$ cat src/sv/ucb1_pkg.sv
`timescale 1ns / 1ps
// ----------------------------------------------------------------------------
// ucb1_pkg
// Shared constants, controller commands and status for the UCB1 arm selector.
// ----------------------------------------------------------------------------
package ucb1_pkg;

  localparam int MAX_ARMS = 16;
  localparam int IDX_W    = 4;
  localparam int ARMS_W   = 5;
  localparam int GAIN_W   = 24;
  localparam int COUNT_W  = 32;
  localparam int TOTAL_W  = 36;
  localparam int MEAN_W   = 32;
  localparam int KEY_W    = 34;
  localparam int DIV_W    = 33;
  localparam int LN_W     = 22;
  localparam int SQ_W     = 38;
  localparam int ROOT_W   = 19;
  localparam int RND_W    = 16;
  localparam int K_W      = 5;
  localparam int E_W      = 6;
  localparam int FRAC_W   = 16;
  localparam int M_W      = 31;
  localparam int CFG_W    = 24;

  localparam logic [31:0] LN2_Q32 = 32'd2977044472;

  // Configuration register indexes.
  localparam logic CFG_ARMS = 1'b0;
  localparam logic CFG_GAIN = 1'b1;

  typedef enum logic [3:0] {
    CMD_NONE,
    CMD_LOAD,
    CMD_UPD_DIV,
    CMD_UPD_WR,
    CMD_CKEY,
    CMD_PK_MAX,
    CMD_PK_CNT,
    CMD_PK_J,
    CMD_PK_SEL,
    CMD_SET_MOST,
    CMD_LN_START,
    CMD_RATIO,
    CMD_SQRT,
    CMD_SCORE,
    CMD_OUT
  } cmd_e;

  typedef enum logic [1:0] {
    LN_IDLE,
    LN_NORM,
    LN_SQ,
    LN_MUL
  } ln_ph_e;

  typedef enum logic [4:0] {
    ST_IDLE,
    ST_UPD,
    ST_UPD_WAIT,
    ST_UPD_WR,
    ST_CKEY,
    ST_MAX,
    ST_CNT,
    ST_J,
    ST_SEL,
    ST_MOST,
    ST_BRANCH,
    ST_LN_WAIT,
    ST_RATIO,
    ST_RATIO_WAIT,
    ST_SQRT,
    ST_SQRT_WAIT,
    ST_SCORE,
    ST_FIN
  } state_e;

  typedef struct packed {
    logic upd;
    logic eor;
    logic zfound;
    logic last;
    logic div_busy;
    logic ln_busy;
    logic sqrt_busy;
  } status_t;

endpackage

$ cat src/sv/ucb1_ctrl.sv
`timescale 1ns / 1ps
// ----------------------------------------------------------------------------
// ucb1_ctrl
// Controller: sequences update, scans, log, divides and roots per item.
// ----------------------------------------------------------------------------
module ucb1_ctrl import ucb1_pkg::*; (
  input  logic    clk_i,
  input  logic    rst_ni,
  input  logic    in_valid_i,
  output logic    in_ready_o,
  output logic    out_valid_o,
  input  logic    out_ready_i,
  input  status_t st_i,
  output cmd_e    cmd_o
);

  state_e state_q, state_d;
  logic   score_q, score_d;
  logic   ovld_q, ovld_d;

  always_ff @(posedge clk_i or negedge rst_ni) begin
    if (!rst_ni) begin
      state_q <= ST_IDLE;
      score_q <= 1'b0;
      ovld_q  <= 1'b0;
    end else begin
      state_q <= state_d;
      score_q <= score_d;
      ovld_q  <= ovld_d;
    end
  end

  always_comb begin
    state_d    = state_q;
    score_d    = score_q;
    ovld_d     = ovld_q && !out_ready_i;
    cmd_o      = CMD_NONE;
    in_ready_o = 1'b0;
    unique case (state_q)
      ST_IDLE: begin
        in_ready_o = 1'b1;
        if (in_valid_i) begin
          cmd_o   = CMD_LOAD;
          score_d = 1'b0;
          state_d = ST_UPD;
        end
      end
      ST_UPD: begin
        if (st_i.upd) begin
          cmd_o   = CMD_UPD_DIV;
          state_d = ST_UPD_WAIT;
        end else begin
          state_d = ST_UPD_WR;
        end
      end
      ST_UPD_WAIT: if (!st_i.div_busy) state_d = ST_UPD_WR;
      ST_UPD_WR: begin
        // The datapath skips the update when no reward is pending; the arm
        // index is rewound either way.
        cmd_o   = CMD_UPD_WR;
        state_d = ST_CKEY;
      end
      ST_CKEY: begin
        cmd_o = CMD_CKEY;
        if (st_i.last) state_d = ST_MAX;
      end
      ST_MAX: begin
        cmd_o = CMD_PK_MAX;
        if (st_i.last) state_d = ST_CNT;
      end
      ST_CNT: begin
        cmd_o = CMD_PK_CNT;
        if (st_i.last) state_d = ST_J;
      end
      ST_J: begin
        cmd_o   = CMD_PK_J;
        state_d = ST_SEL;
      end
      ST_SEL: begin
        cmd_o = CMD_PK_SEL;
        if (st_i.last) state_d = score_q ? ST_FIN : ST_MOST;
      end
      ST_MOST: begin
        cmd_o   = CMD_SET_MOST;
        state_d = ST_BRANCH;
      end
      ST_BRANCH: begin
        if (st_i.eor || st_i.zfound) begin
          state_d = ST_FIN;
        end else begin
          cmd_o   = CMD_LN_START;
          state_d = ST_LN_WAIT;
        end
      end
      ST_LN_WAIT: if (!st_i.ln_busy) state_d = ST_RATIO;
      ST_RATIO: begin
        cmd_o   = CMD_RATIO;
        state_d = ST_RATIO_WAIT;
      end
      ST_RATIO_WAIT: if (!st_i.div_busy) state_d = ST_SQRT;
      ST_SQRT: begin
        cmd_o   = CMD_SQRT;
        state_d = ST_SQRT_WAIT;
      end
      ST_SQRT_WAIT: if (!st_i.sqrt_busy) state_d = ST_SCORE;
      ST_SCORE: begin
        cmd_o = CMD_SCORE;
        if (st_i.last) begin
          score_d = 1'b1;
          state_d = ST_MAX;
        end else begin
          state_d = ST_RATIO;
        end
      end
      ST_FIN: begin
        if (!ovld_q || out_ready_i) begin
          cmd_o   = CMD_OUT;
          ovld_d  = 1'b1;
          state_d = ST_IDLE;
        end
      end
      default: state_d = ST_IDLE;
    endcase
  end

  assign out_valid_o = ovld_q;

endmodule

$ cat config.mk
export PLATFORM = sky130hd
export DESIGN_NAME = ucb1_ctrl
export DESIGN_NICKNAME = d
export VERILOG_FILES = /design/src/sv/ucb1_pkg.sv /design/src/sv/ucb1_ctrl.sv
export SDC_FILE = /design/constraint.sdc
export NUM_CORES = 1
export LEC_CHECK = 0
export ABC_AREA = 1
export BUFFER_PORTS_ARGS = -buffer_cell sky130_fd_sc_hd__buf_2
export CAP_MARGIN = 15
export CELL_PAD_IN_SITES_DETAIL_PLACEMENT = 1
export CELL_PAD_IN_SITES_GLOBAL_PLACEMENT = 2
export CORE_AREA = 10 10 64 66
export DETAILED_ROUTE_END_ITERATION = 7
export DIE_AREA = 0 0 74 76
export PLACE_DENSITY_LB_ADDON = 0.1
export SLEW_MARGIN = 20
export SYNTH_ARGS = -nofsm -noshare
export SYNTH_HDL_FRONTEND = slang
export SYNTH_SLANG_ARGS = --single-unit
$ cat constraint.sdc
create_clock -name clk_i -period 1.7 [get_ports clk_i]
set_clock_uncertainty 0.05 [all_clocks]
set_input_delay 0 -clock clk_i [delete_from_list [all_inputs] [get_ports clk_i]]
set_output_delay 0 -clock clk_i [all_outputs]
set_load 0.01 [all_outputs]
# Word-level counts from Yosys, hierarchy flattened
# Cells that the tools add are included.
# classes
n_eq_ne	28
n_mux	26
n_reduce_logical	9
# ops
operator	n
$pmux 5 s18	1
$mux 5	12
$pmux 4 s14	1
$eq 5x4->1 const B	8
$ne 2x2->1 const B	11
$eq 5x3->1 const B	4
$mux 4	3
$eq 5x2->1 const B	2
$eq 5x5->1 const B	2
$reduce_and 10->1	1
$mux 1	7
$eq 5x1->1 const B	1
$logic_not 5->1	1
$reduce_and 3->1	1
$logic_not 1->1	2
$logic_or 1x1->1	2
$mux 2	1
$pmux 1 s2	1
$reduce_bool 2->1	1
$logic_and 1x1->1	1
# totals
ff_bits	7
in_bits	11
out_inout_bits	6
elab_cells	66

# Depth between registers and ports, before layout
# depth
word_depth	4
ltp_mapped	10
ltp_nobuf	10

# Least setup slack after synthesis
# No wires, ideal clock.
# synth_path
path_type	flip-flop to flip-flop
from	register state_q[3]
to	register score_q
arrival_time_ps	1175
path_slack_ps	358
stages_incl_launch_ff	7
n_path_buf	0
period_less_slack_ps	1342
path_cell_list	dfrtp_1 nor2_2 nand2_2 nor2_1 nand2_1 nand2_1 nand2_1
# synth_between
elab_chain_len	3
elab_cells_between_ends	7
# synth_rtl
item	line	rtl
start: declaration	ucb1_ctrl.sv:17	state_e state_q, state_d;
start signal: assignment	ucb1_ctrl.sv:27	state_q <= state_d;
$eq 5x5->1 / $logic_not 5->1 (equally long branches)	ucb1_ctrl.sv:39	unique case (state_q)
$ne 2x2->1 (no line) / $reduce_bool 2->1 (equally long branches)	n/a	
$reduce_and 3->1 (no line)	n/a	
end signal: assignment	ucb1_ctrl.sv:28	score_q <= score_d;
end: declaration	ucb1_ctrl.sv:18	logic score_q, score_d;
# Several ways; a longest one is shown, not always the timed one.
# A chain may end at the register's enable or synchronous reset.

# Worst setup path in the final report
# layout_path
from	register state_q[0]
to	output port cmd_o[0]
# layout_between
elab_chain_len	2
elab_cells_between_ends	15
# layout_rtl
item	line	rtl
$eq 5x5->1 (tied with other cells)	ucb1_ctrl.sv:39	
$pmux 4 s14 (*)	ucb1_ctrl.sv:39	
end: declaration	ucb1_ctrl.sv:14	output cmd_e cmd_o
# Mark *: on every way between the ends. The rest lies on a longest branch, timed or not.

==> out/results.tsv <==
stage	metric	value	unit
critical_path	Max FO, Critical Path	5	
critical_path	Startpoint Class	flip-flop	
pwr	PD cells	1640	nW/um^2
grt	first-pass GRT wire length	4340	um
route	post-route ant nets	0	
status	status	finished, final reports clean	
logic_synthesis	post-synthesis sequential area ratio	0.251	
critical_path	Buffers & Inverters on Critical Path	2	
timing	Slew Viols, Final	0	
grt	vias in the first global route	880	
pwr	VDD IR-drop max	0.000625	V
clock_network	clk root buf	clkbuf_4	
timing	Final Setup Violations	0	
floorplanning	Die Y	76	um
logic_synthesis	yosys warns	0	
grt	pin count of the biggest net entering global routing	9	
critical_path	Crit. Startpoint	state_q[0]$_DFFE_PN0P_	
grt	overall routing resource usage	0.0972	
floorplanning	I/O pin total	17	
logic_synthesis	Syn Area/Cell	5.63	um^2
timing	unrepaired setup endpoints after global routing	true	
clock_network	CTS sink count	7	
timing	relative slew slack	0.831	
placed_design	DPL Wire Length	2280	um
pwr	total power	1.72	mW
critical_path	CP cell instances	buf_12 -> nor2_4 -> nand2_2 -> nor2_4 -> a21oi_1 -> nand3_1 -> nand3b_1 -> buf_2	
logic_synthesis	Async S/R FF share, synth	1.00	
logic_synthesis	area share of the largest cell type after synthesis	0.263	
timing	Fin. Hold Viols	0	
logic_synthesis	synth top area cells	nand2_1, dfrtp_1, nor2_1, nand3_1, inv_1	
placed_design	buffers added on ports	16	
cells_and_area	share of layout cells above drive strength 1	0.365	
critical_path	Critical Path Max Stage Delay	0.46	ns
timing	post-layout min period	1.68	ns
placed_design	Placer Congestion	0.786	
route	Avg Vias per Cell	4.83	
critical_path	worst setup path category	reg2out	
logic_synthesis	top_reg_cell synth	dfrtp_1	
clock_network	H-tree levels	1	
timing	Tcrit/Tclk final	0.989	
route	routed wire length per instance	14.7	um
cells_and_area	Ant. Diodes	0	
logic_synthesis	Post-Syn Instances	124	
flow_run	MaxCap Viol Count	0	
grt	antenna violations before repair	0	
critical_path	WP data arrival	1.63	ns
critical_path	CP endpoint kind	output pin	
clock_network	clock-pin slew on the worst setup and hold paths	0.06	ns
logic_synthesis	Yosys reg bits	7	
pwr	leakage power	0.589	nW
min_path	HP Class	in2reg	
floorplanning	die area	5620	um^2
clock_network	CTS tree	yes	
critical_path	Reg-to-Reg Start	state_q[0]$_DFFE_PN0P_	
cells_and_area	final cell count without fillers	192	
timing	worst-margin pin slew	0.253	ns
logic_synthesis	Post-Synthesis Cell Area	698	um^2
floorplanning	initial core utilization	0.238	
clock_network	CTS max path bufs	2	
floorplanning	Die X	74	um
logic_synthesis	syn nets	135	
floorplanning	core area	2930	um^2
route	routed wire length	2820	um
logic_synthesis	top-count cell post-synth	nand2_1	
placed_design	worst slack at placement	0.0588	ns
placed_design	placed cell area	850	um^2
logic_synthesis	Post-synth EDFFs	0	
route	DR pass1 iterations	4	
floorplanning	row count	20	
cells_and_area	Area growth, synth to finish	50.4	%
logic_synthesis	commonest cells in the synthesized netlist	nand2_1, nor2_1, inv_1, nand3_1, dfrtp_1	
timing	hold_ws	0.0180	ns
route	Iteration-0 DRC Markers	47	
cells_and_area	design area	1050	um^2
grt	GRT Residual Overflow	0	
timing	Setup TNS Final	0	ns
logic_synthesis	post-synth cell types	17	
logic_synthesis	cell accounting for the most synthesized area	nand2_1	
cells_and_area	fin nets	171	
route	vias	927	
timing	Final WS setup	0.0180	ns
clock_network	clk_lat worst skew	0.26	ns
min_path	Min-Delay Startpoint	in_valid_i	
critical_path	Worst EP required	1.65	ns
route	DR DRC count	0	
cells_and_area	final cell utilization of the core	0.359	
critical_path	slowest cell on the critical path	dfrtp_2	
placed_design	Cells after DPL	177	
clock_network	CTS buffer count	3	
critical_path	crit-path most repeated cell	nor2_4	
critical_path	crit-path leading delay family	simple AND/OR/NAND/NOR gates	
timing	Fmax achieved	0.595	GHz
cells by family (layout without fill, tap and decap cells):
kind of cell / Yosys count / count (layout) / synth area share
buffers and inverters: 14 / 49 / 0.0753
AO/OA/AOI/OAI: 5 / 5 / 0.0412
AND/OR/NAND/NOR: 98 / 98 / 0.633
flip-flops: 7 / 7 / 0.251
report_power, final:
group / switching [mW] / total, mW / internal (mW)
sequential: 0.112 / 0.341 / 0.229
clock: 0.0673 / 0.157 / 0.0900
combinational: 0.688 / 1.22 / 0.532
total: 0.867 / 1.72 / 0.851
layout by cell type, fill, tap and decap left out, types with 2 or more instances in the layout:
| cell | instances |
|---|---|
| nor2_2 | 6 |
| a21oi_1 | 2 |
| nor2_1 | 13 |
| nand4_1 | 5 |
| inv_1 | 11 |
| nand3_1 | 11 |
| buf_4 | 10 |
| nand3b_1 | 3 |
| clkbuf_4 | 3 |
| dlygate4sd3_1 | 3 |
| nand2_2 | 3 |
| nand3_2 | 2 |
| dfrtp_2 | 5 |
| inv_2 | 3 |
| dfrtp_1 | 2 |
| nor2_4 | 5 |
| nand2_1 | 47 |
| buf_2 | 16 |
state kept, by name, summed over array words and instances, names as in the netlist:
| register | flops |
|---|---|
| out_valid_o | 1 |
| score_q | 1 |
| state_q | 5 |
metal layers:
metal	part of all wire	vias to the layer above	GRT usage
met5	0	-	0
met4	0.0067	0	0.0224
met3	0.044	2	0.0286
met2	0.48	22	0.155
met1	0.47	437	0.123
li1	-	466	-
final timing paths:
kind / depth (start not counted) / slack (ns) / to
min reg2reg: 2 / 0.43 / score_q$_DFFE_PN0P_
max: 8 / 0.02 / cmd_o[0]
max in group asynchronous: 2 / 1.37 / state_q[3]$_DFFE_PN0P_
max reg2reg: 11 / 0.11 / state_q[3]$_DFFE_PN0P_
min: 4 / 0.02 / score_q$_DFFE_PN0P_
min in group asynchronous: 2 / 0.05 / score_q$_DFFE_PN0P_
worst min-delay path, delay by kind of cell:
kind	cells	cell delay, ns
buf+inv	1	0.09
simple gates	3	0.20
cell type report:
class | instances | area, um^2
inverter | 14 | 52.6
multi-input combinational | 103 | 532
tap | 33 | 41.3
sequential | 7 | 181
clock buffer | 4 | 26.3
fill | 400 | 1880
timing repair buffer | 31 | 216
what timing repair did:
item,4_1_cts,5_1_grt
buffers inserted,0,8
endpoints found under the setup margin,4,5
hold endpoints to repair,9,0
hold buffers,3,0
resized for setup,6,17
pin swaps,1,4
Power figures use the tool's default switching activity.
